`src/rtl/dvru_pkg.sv`:
```
// dvru_pkg: types, constants and helper functions of the distance-vector
// route table. Used by dvru_table and distance_vector_route_update.
package dvru_pkg;

    localparam int ROUTER_COUNT = 8;
    localparam int ID_W         = 3;
    localparam int COST_W       = 8;
    localparam int LINKS_W      = 64;
    localparam int ADDR_W       = (ROUTER_COUNT > 1) ? $clog2(ROUTER_COUNT) : 1;

    localparam logic [ID_W:0]   ROUTER_LIMIT = (ID_W + 1)'(ROUTER_COUNT);
    localparam logic [COST_W-1:0] RESET_COST = COST_W'(5);
    localparam logic [COST_W-1:0] RESET_INF  = COST_W'(5);
    localparam logic [LINKS_W-1:0] RESET_LINKS = '1;

    // request codes
    localparam logic FUNC_INIT  = 1'b0;
    localparam logic FUNC_ROUTE = 1'b1;

    // configuration register indexes
    localparam int CFG_IDX_W = 2;
    localparam logic [CFG_IDX_W-1:0] CFG_SELF_ID    = 2'd0;
    localparam logic [CFG_IDX_W-1:0] CFG_INFINITY   = 2'd1;
    localparam logic [CFG_IDX_W-1:0] CFG_LINK_COSTS = 2'd2;

    typedef logic [ADDR_W-1:0] addr_t;

    typedef enum logic [1:0] {
        ST_IDLE,
        ST_EVAL,
        ST_SWEEP
    } state_t;

    typedef struct packed {
        logic              func;
        logic [ID_W-1:0]   sender;
        logic [ID_W-1:0]   destination;
        logic [COST_W-1:0] advertised_cost;
    } request_t;

    typedef struct packed {
        logic              changed;
        logic [COST_W-1:0] route_cost;
        logic [ID_W-1:0]   next_hop;
        logic              reachable;
    } result_t;

    typedef struct packed {
        logic [COST_W-1:0] cost;
        logic [ID_W-1:0]   hop;
        logic              valid;
    } entry_t;

    localparam entry_t RESET_ENTRY = '{cost: RESET_COST, hop: '0, valid: 1'b0};

    function automatic logic id_in_range(input logic [ID_W-1:0] id);
        return {1'b0, id} < ROUTER_LIMIT;
    endfunction

    function automatic logic [COST_W-1:0] link_to(input logic [LINKS_W-1:0] links,
                                                  input logic [ID_W-1:0] id);
        return links[id * COST_W +: COST_W];
    endfunction

    // entry value written by a table reload
    function automatic entry_t init_entry(input logic [ID_W-1:0]    id,
                                          input logic [ID_W-1:0]    self_id,
                                          input logic [COST_W-1:0]  inf,
                                          input logic [LINKS_W-1:0] links);
        entry_t e;
        logic [COST_W-1:0] lc;
        lc = link_to(links, id);
        if (id == self_id) begin
            e = '{cost: '0, hop: self_id, valid: 1'b1};
        end else if (lc < inf) begin
            e = '{cost: lc, hop: id, valid: 1'b1};
        end else begin
            e = '{cost: inf, hop: '0, valid: 1'b0};
        end
        return e;
    endfunction

    function automatic result_t make_result(input logic              changed,
                                            input entry_t            e,
                                            input logic [COST_W-1:0] inf,
                                            input logic              dest_ok);
        result_t r;
        logic    reach;
        reach = e.valid && (e.cost < inf);
        if (dest_ok) begin
            r.changed    = changed;
            r.route_cost = e.cost;
            r.next_hop   = reach ? e.hop : '0;
            r.reachable  = reach;
        end else begin
            r.changed    = 1'b0;
            r.route_cost = inf;
            r.next_hop   = '0;
            r.reachable  = 1'b0;
        end
        return r;
    endfunction

endpackage

```
`src/rtl/distance_vector_route_update.sv`:
```
// distance_vector_route_update: one router's distance-vector route table.
// Depends on dvru_pkg and dvru_table.
//
// usage
// - request channel: a request is taken at a rising edge with start high and
//   busy low; func init reloads the whole table from the link costs, func
//   route applies one neighbor's advertised cost to one destination
// - result channel: each request yields one result, shown on result for one
//   cycle with done high; the receiver cannot stall it, so the block never
//   waits on the result side
// - config channel: cfg_valid/cfg_ready with cfg_index and cfg_data;
//   cfg_ready is always high; index 0 self id, 1 infinity cost, 2 link costs
// - route request: table read on the accept edge, compare and write-back in
//   the next cycle, with done and result registered at its end; route
//   requests may follow every cycle while busy is low, a write-back to the
//   entry just read is forwarded from the table's last-write register
// - init request: one table write per cycle with busy high until every
//   entry is written, done and result registered with the last write; the
//   single write port of the table memory sets this rate
// - reset: config registers to self id 0, infinity 5, no links; every entry
//   reads as cost 5, hop 0, invalid until it is written
module distance_vector_route_update (
    input  logic                                  clk,
    input  logic                                  rst_n,
    input  logic                                  start,
    output logic                                  busy,
    input  dvru_pkg::request_t                    request,
    output logic                                  done,
    output dvru_pkg::result_t                     result,
    input  logic                                  cfg_valid,
    output logic                                  cfg_ready,
    input  logic [dvru_pkg::CFG_IDX_W-1:0]        cfg_index,
    input  logic [dvru_pkg::LINKS_W-1:0]          cfg_data
);
    import dvru_pkg::*;

    localparam addr_t LAST_ADDR = ADDR_W'(ROUTER_COUNT - 1);

    // control and config state
    state_t              state_reg, state_next;
    addr_t               cnt_reg, cnt_next;
    logic                done_reg, done_next;
    result_t             result_reg, result_next;
    request_t            req_reg;
    logic [ID_W-1:0]     self_id_reg;
    logic [COST_W-1:0]   inf_reg;
    logic [LINKS_W-1:0]  links_reg;

    // table port signals
    logic                accept;
    logic                wr_en;
    addr_t               wr_addr;
    entry_t              wr_entry;
    entry_t              old_entry;

    // route evaluation
    logic                dest_ok;
    logic                apply;
    logic [COST_W-1:0]   link_cost;
    logic [COST_W:0]     sum_raw;
    logic [COST_W-1:0]   sum_capped;
    logic                old_reach;
    logic                improve;
    entry_t              new_entry;
    entry_t              sweep_entry;
    entry_t              dest_init_entry;

    assign busy      = (state_reg == ST_SWEEP);
    assign accept    = start && !busy;
    assign cfg_ready = 1'b1;
    assign done      = done_reg;
    assign result    = result_reg;

    dvru_table u_table (
        .clk      (clk),
        .rst_n    (rst_n),
        .rd_en    (accept),
        .rd_addr  (request.destination[ADDR_W-1:0]),
        .wr_en    (wr_en),
        .wr_addr  (wr_addr),
        .wr_entry (wr_entry),
        .rd_entry (old_entry)
    );

    // relaxation of the entry read on the accept edge
    always_comb
    begin
        dest_ok    = id_in_range(req_reg.destination);
        link_cost  = link_to(links_reg, req_reg.sender);
        apply      = (req_reg.func == FUNC_ROUTE) && id_in_range(req_reg.sender)
                     && dest_ok && (req_reg.sender != self_id_reg)
                     && (req_reg.destination != self_id_reg) && (link_cost < inf_reg);
        sum_raw    = {1'b0, link_cost} + {1'b0, req_reg.advertised_cost};
        sum_capped = (sum_raw > {1'b0, inf_reg}) ? inf_reg : sum_raw[COST_W-1:0];
        old_reach  = old_entry.valid && (old_entry.cost < inf_reg);
        improve    = apply && (sum_capped < inf_reg)
                     && (!old_reach || (sum_capped < old_entry.cost));
        new_entry  = improve ? entry_t'{cost: sum_capped, hop: req_reg.sender, valid: 1'b1}
                             : old_entry;
        sweep_entry     = init_entry(ID_W'(cnt_reg), self_id_reg, inf_reg, links_reg);
        dest_init_entry = init_entry(req_reg.destination, self_id_reg, inf_reg, links_reg);
    end

    // next state
    always_comb
    begin
        state_next = state_reg;
        case (state_reg)
            ST_IDLE, ST_EVAL:
            begin
                if (accept)
                begin
                    state_next = (request.func == FUNC_ROUTE) ? ST_EVAL : ST_SWEEP;
                end
                else
                begin
                    state_next = ST_IDLE;
                end
            end
            ST_SWEEP:
            begin
                if (cnt_reg == LAST_ADDR)
                begin
                    state_next = ST_IDLE;
                end
            end
            default:
            begin
                state_next = ST_IDLE;
            end
        endcase
    end

    // outputs and datapath controls
    always_comb
    begin
        wr_en       = 1'b0;
        wr_addr     = req_reg.destination[ADDR_W-1:0];
        wr_entry    = new_entry;
        cnt_next    = '0;
        done_next   = 1'b0;
        result_next = result_reg;
        case (state_reg)
            ST_IDLE:
            begin
            end
            ST_EVAL:
            begin
                wr_en       = improve;
                done_next   = 1'b1;
                result_next = make_result(improve, new_entry, inf_reg, dest_ok);
            end
            ST_SWEEP:
            begin
                wr_en    = 1'b1;
                wr_addr  = cnt_reg;
                wr_entry = sweep_entry;
                cnt_next = cnt_reg + ADDR_W'(1);
                if (cnt_reg == LAST_ADDR)
                begin
                    cnt_next    = '0;
                    done_next   = 1'b1;
                    result_next = make_result(1'b0, dest_init_entry, inf_reg, dest_ok);
                end
            end
            default:
            begin
            end
        endcase
    end

    always_ff @(posedge clk or negedge rst_n)
    begin
        if (!rst_n)
        begin
            state_reg   <= ST_IDLE;
            cnt_reg     <= '0;
            done_reg    <= 1'b0;
            self_id_reg <= '0;
            inf_reg     <= RESET_INF;
            links_reg   <= RESET_LINKS;
        end
        else
        begin
            state_reg <= state_next;
            cnt_reg   <= cnt_next;
            done_reg  <= done_next;
            if (cfg_valid && cfg_ready)
            begin
                case (cfg_index)
                    CFG_SELF_ID:    self_id_reg <= cfg_data[ID_W-1:0];
                    CFG_INFINITY:   inf_reg     <= cfg_data[COST_W-1:0];
                    CFG_LINK_COSTS: links_reg   <= cfg_data;
                    default:
                    begin
                    end
                endcase
            end
        end
    end

    // request and result payload
    always_ff @(posedge clk)
    begin
        if (accept)
        begin
            req_reg <= request;
        end
        result_reg <= result_next;
    end

endmodule

```
`src/rtl/dvru_table.sv`:
```
// dvru_table: route entry memory with registered read, per-entry
// written flags and forwarding of the last write. Depends on dvru_pkg.
module dvru_table (
    input  logic            clk,
    input  logic            rst_n,
    input  logic            rd_en,
    input  dvru_pkg::addr_t rd_addr,
    input  logic            wr_en,
    input  dvru_pkg::addr_t wr_addr,
    input  dvru_pkg::entry_t wr_entry,
    output dvru_pkg::entry_t rd_entry
);
    import dvru_pkg::*;

    entry_t                  mem [ROUTER_COUNT];
    entry_t                  rd_data_reg;
    addr_t                   rd_addr_reg;
    logic [ROUTER_COUNT-1:0] written_reg;
    logic                    fwd_valid_reg;
    addr_t                   fwd_addr_reg;
    entry_t                  fwd_data_reg;

    always_ff @(posedge clk)
    begin
        if (wr_en)
        begin
            mem[wr_addr] <= wr_entry;
        end
        if (rd_en)
        begin
            rd_data_reg <= mem[rd_addr];
            rd_addr_reg <= rd_addr;
        end
        if (wr_en)
        begin
            fwd_addr_reg <= wr_addr;
            fwd_data_reg <= wr_entry;
        end
    end

    always_ff @(posedge clk or negedge rst_n)
    begin
        if (!rst_n)
        begin
            written_reg   <= '0;
            fwd_valid_reg <= 1'b0;
        end
        else
        begin
            fwd_valid_reg <= wr_en;
            if (wr_en)
            begin
                written_reg[wr_addr] <= 1'b1;
            end
        end
    end

    // a write on the same edge as the read is not seen by the memory read
    always_comb
    begin
        if (fwd_valid_reg && (fwd_addr_reg == rd_addr_reg))
        begin
            rd_entry = fwd_data_reg;
        end
        else if (written_reg[rd_addr_reg])
        begin
            rd_entry = rd_data_reg;
        end
        else
        begin
            rd_entry = RESET_ENTRY;
        end
    end

endmodule
```
`config.mk`:
```
export PLATFORM = sky130hd
export DESIGN_NAME = distance_vector_route_update
export DESIGN_NICKNAME = d
export VERILOG_FILES = /design/src/rtl/dvru_pkg.sv /design/src/rtl/distance_vector_route_update.sv /design/src/rtl/dvru_table.sv
export SDC_FILE = /design/constraint.sdc
export NUM_CORES = 1
export LEC_CHECK = 0
export ABC_AREA = 1
export ABC_CLOCK_PERIOD_IN_PS = 6490
export BUFFER_PORTS_ARGS = -buffer_cell sky130_fd_sc_hd__buf_2
export CORE_MARGIN = 1
export CORE_UTILIZATION = 40
export CTS_CLUSTER_DIAMETER = 50
export CTS_CLUSTER_SIZE = 28
export DETAILED_ROUTE_END_ITERATION = 8
export GPL_ROUTABILITY_DRIVEN = 1
export SYNTH_ARGS = -nofsm -noshare
export SYNTH_HDL_FRONTEND = slang
export SYNTH_HIERARCHICAL = 1
export SYNTH_SLANG_ARGS = --single-unit
export TNS_END_PERCENT = 1
```
`constraint.sdc`:
```
create_clock -name clk -period 6.49 [get_ports clk]
set_input_delay 1.298 -clock clk [delete_from_list [all_inputs] [get_ports clk]]
set_output_delay 1.298 -clock clk [all_outputs]
set_load 0.1 [all_outputs]
```
Word-level counts from Yosys, hierarchy flattened
Memories as Yosys holds them, arrays and structs flattened. A register that Yosys moved wholly into a read port is not among the register bits.
Index checks and enable logic that the tools add are counted.
{"block": "word_totals", "reg_bits": 133, "ramBits": 96, "input_bits": 85, "output_inout_bits": 16, "word_cells": 101, "n_memories": 1}
{"block": "classes", "addsub": 2, "n_lt_le_gt_ge": 12, "eq_ne": 11, "n_shift": 3, "mux": 29, "bitwise_logic": 1, "n_reduce_logical": 22}
{"name": "u_table.mem", "depth": 8, "word_bits": 12, "rd": 1, "rd_clocked_by_memory_dff": 1, "wr": 1, "line_no": "dvru_table.sv:15", "text": "entry_t mem [ROUTER_COUNT];"}
{"op": "64-bit by 7-bit variable part select with 8-bit output", "n": 3}
{"op": "12-bit two-way mux", "n": 8}
{"op": "8-bit < comparator", "n": 8}
{"op": "13-bit case mux with 2 select lines", "n": 1}
{"op": "3-bit two-way mux", "n": 5}
{"op": "13-bit two-way mux", "n": 1}
{"op": "1-bit logical AND", "n": 11}
{"op": "8-bit by 8-bit adder with 9-bit output", "n": 1}
{"op": "3-bit equality test", "n": 3}
{"op": "9-bit by 8-bit greater-than comparator with 1-bit output", "n": 1}
{"op": "3-bit by 4-bit < comparator with 1-bit output, second input constant", "n": 2}
{"op": "8-bit two-way mux", "n": 1}
{"op": "8-bit OR", "n": 1}
{"op": "2-bit AND reduction", "n": 4}
{"op": "2-bit two-way mux", "n": 3}
{"op": "3-bit != test", "n": 2}
{"op": "1-bit two-way mux", "n": 5}
{"op": "2-bit by 1-bit equality test with 1-bit output, second input constant", "n": 2}
{"op": "2-bit equality test, second input constant", "n": 2}
{"op": "2-bit zero test", "n": 2}
{"op": "1-bit case mux with 2 select lines", "n": 2}
{"op": "2-bit case mux with 2 select lines", "n": 1}
{"op": "3-bit by 1-bit adder with 3-bit output, second input constant", "n": 1}
{"op": "1-bit binary-select mux with 3-bit select", "n": 1}
{"op": "other kinds (8)", "n": 9}

Logic depth before layout (Yosys ltp)
Gate-level depths: netlist of the first run.
{"block": "logic_depth", "word_depth": 14, "mapped_depth": 46, "ltp_nobuf": 43}

By module
Netlist of the first run, hierarchy kept.
{"mod": "distance_vector_route_update", "instances": 1, "cells_per_inst": 1090, "area_each_um2": 8411.8, "seq_area_each_um2": 2950.3}
{"mod": "dvru_table", "instances": 1, "cells_per_inst": 443, "area_each_um2": 5360.1, "seq_area_each_um2": 4008.8}

Worst setup path before layout of the first run
Ideal clock, no wire load.
{"block": "synth_timing", "path_kind": "register to register", "start": "register req_reg[11] (netlist bit)", "end": "memory u_table/mem[1][0] (netlist bit), enable pin", "setup_ps": 380, "arrival_ps": 6809, "t_required_ps": 6110, "path_slack_ps": -699, "stages_incl_launch_ff": 38, "n_path_buf": 3, "synth_period_minus_slack_ps": 7189, "path_cell_list": "edfxtp_1 -> buf_6 -> inv_1 -> buf_1 -> clkbuf_1 -> o21ai_0 -> nand2_1 -> nor2_1 -> a31oi_1 -> ha_1 -> nand3_1 -> nand2_1 -> a21oi_1 -> o21ai_0 -> a21oi_1 -> nor2_1 -> nor2_1 -> xnor2_1 -> (+2 left out) -> nand3_1 -> nand2_1 -> nand2_2 -> clkinv_1 -> o21ai_0 -> ha_1 -> nand2_1 -> inv_1 -> a22o_1 -> nor4_2 -> nand2_1 -> a21oi_4 -> nand2_4 -> nand2_1 -> inv_1 -> nor2_1 -> nand2_1 -> nor2_1"}
{"block": "synth_via", "elab_chain_cells": 10, "elab_cells_between_ends": 17, "cone_classes": "1 x add/sub; 4 x order compare; 1 x eq/ne; 1 x shift; 4 x mux; 6 x reduce/logical"}
{"element": "start: declaration", "line_no": "distance_vector_route_update.sv:44", "text": "request_t req_reg;"}
{"element": "start signal: assignment", "line_no": "distance_vector_route_update.sv:207", "text": "req_reg <= request;"}
{"element": "64-bit by 7-bit variable part select with 8-bit output", "line_no": "dvru_pkg.sv:62", "text": "return links[id * COST_W +: COST_W];"}
{"element": "8-bit by 8-bit adder with 9-bit output", "line_no": "distance_vector_route_update.sv:93", "text": "sum_raw = {1'b0, link_cost} + {1'b0, req_reg.advertised_cost};"}
{"element": "9-bit by 8-bit greater-than comparator with 1-bit output", "line_no": "distance_vector_route_update.sv:94", "text": "sum_capped = (sum_raw > {1'b0, inf_reg}) ? inf_reg : sum_raw[COST_W-1:0];"}
{"element": "8-bit two-way mux", "line_no": "distance_vector_route_update.sv:94"}
{"element": "8-bit < comparator, on equally long branches", "line_no": "distance_vector_route_update.sv:96, distance_vector_route_update.sv:97"}
{"element": "1-bit logical AND / 1-bit logical OR (equally long branches)", "line_no": "distance_vector_route_update.sv:96, distance_vector_route_update.sv:97"}
{"element": "1-bit logical AND (*)", "line_no": "distance_vector_route_update.sv:97", "text": "&& (!old_reach || (sum_capped < old_entry.cost));"}
{"element": "1-bit case mux with 2 select lines (*)", "line_no": "distance_vector_route_update.sv:143", "text": "case (state_reg)"}
{"element": "net wr_en", "line_no": "distance_vector_route_update.sv:51", "text": "logic wr_en;"}
{"element": "1-bit two-way mux (*)", "line_no": "dvru_table.sv:25", "text": "if (wr_en)"}
{"element": "1-bit two-way mux (implied by the code) (*)", "line_no": "dvru_table.sv:27", "text": "mem[wr_addr] <= wr_entry;"}
{"element": "end: declaration", "line_no": "dvru_table.sv:15"}
Mark *: on every way through the listed nets, which the timed path passes. The rest lies on a longest branch.

==> flow_metrics.tcl, run 1 <==
set metrics [dict create \
    cts_root_buf "clkbuf_16" \
    clk_transition_reported_paths_ps 60 \
    ys.flop_type "edfxtp_1" \
    stdcell_area_um2 16300 \
    die_w_um 188 \
    drc_errors 0 \
    grt.overflow.total 0 \
    drtIter0Drc 1093 \
    cts_buffer_depth 3 \
    finalClockSkew_ps 13.1 \
    period_share_pct 98.2 \
    drive_above_1_share_pct 22.9 \
    hold_viol 0 \
    synthArstFlopShare_pct 36.9 \
    largest_register_ffs 96 \
    syn_nets 1696 \
    status "finished, final reports clean" \
    worstSetupPathType "register to register" \
    insertion_delay_ps 580 \
    rsz0062_at_grt "true" \
    period_needed_ps 6370 \
    wl_per_cell_um 18.7 \
    ys_types 49 \
    drt_first_pass_iters 6 \
    path_buf_inv 5 \
    grt_pass1_wl_mm 60.6 \
    grt_pass1_vias 10700 \
    drt.antenna.violating_nets 0 \
    final_nets 1802 \
    worst_path_most_repeated_cell "nand2_1" \
    yosysSeqAreaShare_pct 50.5 \
    slew_headroom_pct 26.3 \
    fillers 3232 \
    cpPeakStageDelay_ps 420 \
    end_kind "register" \
    syn2layout_area_growth_pct 18.1 \
    synth_edf_count 154 \
    synth_cells 1533 \
    yosys_warnings 6 \
    maxCapViolCount 0 \
    dpl.hpwl_mm 27.5 \
    syn-cell-area_um2 13800 \
    fmax_mhz 157 \
    powerDensity_nw_per_um2 375 \
    worst_pin_slew_ps 1100 \
    diodes 0 \
    hold_path_class "register to register" \
    report.final.slew_viol_count 0 \
    core.rowCount 67 \
    place_area_um2 14800 \
    antenna_found_initial 0 \
    portBuffers 99 \
    die_h_um 188 \
    crit_fanout 7 \
    die-area_um2 35200 \
    vias 11400 \
    grt_usage_pct 22.1 \
    clock_sinks 244 \
    setup_viol 0 \
    core-area_um2 33700 \
    start_util_pct 40.9 \
    stdcell_count 2111 \
    vdd_ir_drop_max_mv 0.234 \
    power_mw 6.10 \
    cts_buffers 30 \
    totalWireLength_mm 39.6 \
    via_per_inst 5.38 \
    cts_tree "yes" \
    fin_util_pct 48.3 \
    h-tree-depth 1 \
    cp.required_ps 6930 \
    gp_congestion 0.973 \
    ioPinCount 101 \
    fin_ws_ps 116 \
    critPathTopFamily "compound AO/OA/AOI/OAI gates" \
    leakagePower_nw 7.00 \
    start_kind "register" \
    synth-seq-cells 244 \
    crit_path_top_delay_cell "edfxtp_1" \
    grt_start_max_net_pins 96 \
    syn_area_per_cell_um2 8.98 \
    crit_arrival_ps 6810 \
    dpl.cell_count 2042 \
    cts_hold_buf 0 \
    dp_slack_ps -79.4 \
]
-- per-stage QoR --
stage                     TNS, ps  hold WS [ps]
after CTS                       0           462
after detailed placement     -285           447
final                           0           467
after global placement          0           460
after global routing       -12350           486
after floorplan             -1110           428
-- area by class of cell --
class                           count  area, um2  area share [%]
Sequential cell                   244       6960            42.8
Clock inverter                     24        355            2.18
Multi-Input combinational cell   1077       6130            37.6
Clock buffer                       32        768            4.72
Inverter                          139        544            3.35
Timing Repair Buffer              147        957            5.88
Tap cell                          448        561            3.45
-- cell families after synthesis --
| family | count (synthesis) | share of synthesized area, % |
|---|---|---|
| buffers and inverters | 213 | 6.87 |
| and+or+nand+nor | 525 | 15.2 |
| other | 1 | 0.0272 |
| muxes | 33 | 2.70 |
| AOI/OAI and AO/OA | 425 | 16.7 |
| DFF | 244 | 50.5 |
| xor gates and xnor gates | 14 | 0.890 |
| adders and majority gates | 78 | 7.14 |
-- layout by cell type, fill, tap and decap left out, types with 5 or more instances in the layout --
cell type and instances:
o21ai_0 215, buf_2 98, inv_1 127, buf_6 7, clkbuf_16 32, xnor2_1 6
a21oi_2 11, edfxtp_1 154, buf_4 37, mux2_2 33, dfstp_2 66, bufinv_16 5
nand2_1 286, ha_1 74, dfrtp_1 24, nand4_1 5, nor2_2 16, nand3_1 39
inv_2 7, nor2_1 153, nand2_2 10, a31oi_1 12, o21ai_1 26, xor2_1 7
a21oi_1 125, o211ai_1 6, a211oi_1 5
-- path summary, 6_finish.rpt --
path                                               startpoint                                 end  slack, ps  cells past startpoint
setup reg to reg                        req_reg[12]$_DFFE_PP_                 result[2]$_DFFE_PP_        120                     36
hold reg to reg            u_table/written_reg[3]$_DFFE_PN0P_  u_table/written_reg[3]$_DFFE_PN0P_        470                      2
max in group asynchronous                               rst_n          self_id_reg[0]$_DFFE_PN0P_       4750                      2
hold / removal             u_table/written_reg[3]$_DFFE_PN0P_  u_table/written_reg[3]$_DFFE_PN0P_        470                      2
min in group asynchronous                               rst_n     u_table/fwd_valid_reg$_DFF_PN0_        730                      1
setup / recovery                        req_reg[12]$_DFFE_PP_                 result[2]$_DFFE_PP_        120                     36
-- synthesized netlist by cell type, drive strengths merged (33+ instances only) --
library cell	instances	area, um2
nand2	299	1150
o21ai	245	1230
nor2	173	649
edfxtp	154	4620
a21oi	139	737
inv	136	510
ha	77	963
dfstp	66	1730
nand3	40	200
clkbuf	38	153
buf	36	259
mux2	33	372
-- worst reg2reg max path, delay by kind of cell (launching register included) --
kind	cells	cell delay, ps
AO/OA/AOI/OAI	12	2230
AND/OR/NAND/NOR	14	1540
adder cells (fa/ha/maj)	4	1100
buffers and inverters	5	730
flip-flops	1	420
XOR/XNOR	1	240
-- repair_timing --
item,in CTS,in global routing
pin swaps,0,20
hold endpoints to repair,0,0
cloned,0,3
buffers inserted,0,10
endpoints found under the setup margin,4,197
resized for setup,4,55
-- power by group --
| part | internal, mW | switching (mW) |
|---|---|---|
| registers | 1.99 | 0.122 |
| clock network | 1.09 | 0.746 |
| logic | 0.691 | 1.45 |
-- metal layers --
metal,track usage [%],part of all wire (%)
met4,7.47,3.4
met5,0,0
met1,31.6,45
met2,34.5,45
met3,2.84,6.2
Note: power is estimated with default switching activity, not from simulation.
==> inputs of run 2 (changes only) <==
--- a/config.mk
+++ b/config.mk
@@ -9,11 +9,12 @@
 export ABC_CLOCK_PERIOD_IN_PS = 6490
 export BUFFER_PORTS_ARGS = -buffer_cell sky130_fd_sc_hd__buf_2
 export CORE_MARGIN = 1
-export CORE_UTILIZATION = 40
+export CORE_UTILIZATION = 50
 export CTS_CLUSTER_DIAMETER = 50
 export CTS_CLUSTER_SIZE = 28
 export DETAILED_ROUTE_END_ITERATION = 8
 export GPL_ROUTABILITY_DRIVEN = 1
+export PLACE_DENSITY = 0.71
 export SYNTH_ARGS = -nofsm -noshare
 export SYNTH_HDL_FRONTEND = slang
 export SYNTH_HIERARCHICAL = 1
==> run 2 against run 1 <==
Critical path depth up 3. Register-to-register slack better by 110 ps. Global-route usage up 3.7 points. First-iteration DRC count up 2.6%. Fmax up 1.7%. Die area down 20%. Clock skew down 1.3 ps. Flip-flop and latch count unchanged. Cell area down 2.9%. Wire length down 8.2%. Non-clock buffer count unchanged. Critical endpoint is now result[0]$_DFFE_PP_.
==> flow_metrics.tcl, run 2 (synthesis results as in run 1) <==
set metrics [dict create \
    clock_sinks 244 \
    fillers 2330 \
    crit_path_top_delay_cell "a2111oi_4" \
    vias 11300 \
    grt.overflow.total 0 \
    wl_per_cell_um 18.2 \
    diodes 0 \
    drc_errors 0 \
    worstSetupPathType "register to register" \
    cts_hold_buf 0 \
    largest_register_ffs 96 \
    die-area_um2 28200 \
    crit_fanout 18 \
    r2r-start "req_reg[11]$_DFFE_PP_" \
    cpPeakStageDelay_ps 420 \
    place_area_um2 14600 \
    dpl.cell_count 1932 \
    worst_pin_slew_ps 1160 \
    leakagePower_nw 6.85 \
    status "finished, final reports clean" \
    hold_path_class "register to register" \
    setup_viol 0 \
    portBuffers 99 \
    ioPinCount 101 \
    final_nets 1798 \
    h-tree-depth 1 \
    powerDensity_nw_per_um2 359 \
    maxCapViolCount 0 \
    cts_tree "yes" \
    start_util_pct 51.1 \
    die_h_um 168 \
    hold_path_depth 2 \
    grt_pass1_vias 10700 \
    cts_buffers 26 \
    gp_congestion 0.939 \
    finalClockSkew_ps 11.8 \
    fin_util_pct 58.6 \
    min_to "u_table/written_reg[7]$_DFFE_PN0P_" \
    via_per_inst 5.65 \
    fmax_mhz 160 \
    dpl.hpwl_mm 25.4 \
    grt_pass1_wl_mm 57.0 \
    totalWireLength_mm 36.3 \
    period_needed_ps 6270 \
    stdcell_count 1995 \
    stdcell_area_um2 15800 \
    mostFrequentLayoutCell "nand2_1" \
    insertion_delay_ps 550 \
    core-area_um2 27000 \
    end_kind "register" \
    cts_root_buf "clkbuf_16" \
    cts_buffer_depth 3 \
    slew_headroom_pct 22.1 \
    drtIter0Drc 1121 \
    cp-startpoint "req_reg[11]$_DFFE_PP_" \
    grt_usage_pct 25.8 \
    cp.required_ps 6900 \
    report.final.slew_viol_count 0 \
    hold_viol 0 \
    r2r_cells 39 \
    start_kind "register" \
    drt.antenna.violating_nets 0 \
    drt_first_pass_iters 5 \
    ff2ff_setup_slack_ps 220 \
    drive_above_1_share_pct 22.2 \
    die_w_um 168 \
    r2r-end "result[0]$_DFFE_PP_" \
    vdd_ir_drop_max_mv 0.207 \
    mostFrequentLayoutCells "281 x nand2_1, 212 x o21ai_0, 158 x nor2_1, 154 x edfxtp_1" \
    grt_start_max_net_pins 96 \
    antenna_found_initial 0 \
    hold_start "u_table/written_reg[7]$_DFFE_PN0P_" \
    clk_transition_reported_paths_ps 70 \
    syn2layout_area_growth_pct 14.7 \
    period_share_pct 96.6 \
    core.rowCount 60 \
    worst_path_most_repeated_cell "nand2_1" \
    crit_arrival_ps 6680 \
    rsz0062_at_grt "true" \
]
## run 2: metal layers
layer  GRT usage, %  wire length, um
met2           41.1            16700
met1           36.9            16000
met4           6.78              700
met3           3.67             2950
met5              0                0
## run 2: worst max path at each step
stage | slack [ps] | to
finish | 220 | result[0]$_DFFE_PP_
global route | -160 | result[0]$_DFFE_PP_
CTS | 50 | result[2]$_DFFE_PP_
detailed placement | -100 | result[2]$_DFFE_PP_
global placement | 160 | result[0]$_DFFE_PP_
floorplan | -20 | u_table/mem[1][0]$_DFFE_PP_
## run 2: critical path, delay by kind of cell, from the launching register on
kind / cells / cell delay [ps]
and+or+nand+nor: 17 / 1720
adders and majority gates: 4 / 1200
buffers and inverters: 4 / 430
xor gates and xnor gates: 1 / 100
DFF: 1 / 370
AOI/OAI and AO/OA: 13 / 2290
## run 2: report_power, final
group          switching, mW  internal (mW)  total, mW  leakage (nW)
Sequential             0.133           1.99       2.13          2.44
Combinational           1.39          0.692       2.09          4.00
Clock                  0.686          0.779       1.47         0.417
## run 2: repair_timing
item                                    in CTS  in global routing
pin swaps                                    0                 25
setup buffers                                0                 14
endpoints found under the setup margin      79                165
resized for setup                            3                 57
cloned                                       0                  2
## run 2: stage by stage
| step | TNS (ps) | hold slack, ps | worst slack (ps) | power, mW |
|---|---|---|---|---|
| 2_1_floorplan | -1110 | 428 | -18.9 | 3.51 |
| 5_1_grt | -5520 | 494 | -159 | 6.01 |
| 3_5_place_dp | -525 | 456 | -98.2 | 4.05 |
| 6_report | 0 | 470 | 223 | 5.68 |
| 4_1_cts | 0 | 475 | 45.7 | 5.53 |
| 3_3_place_gp | 0 | 468 | 162 | 4.00 |
## run 2: area by class of cell
cell class / instances / area [um2] / area share (%)
Clock inverter: 18 / 191 / 1.21
Sequential cell: 244 / 6960 / 44.0
Inverter: 139 / 542 / 3.43
Tap cell: 341 / 427 / 2.70
Timing Repair Buffer: 147 / 926 / 5.86
Multi-Input combinational cell: 1077 / 6100 / 38.6
Clock buffer: 29 / 662 / 4.19
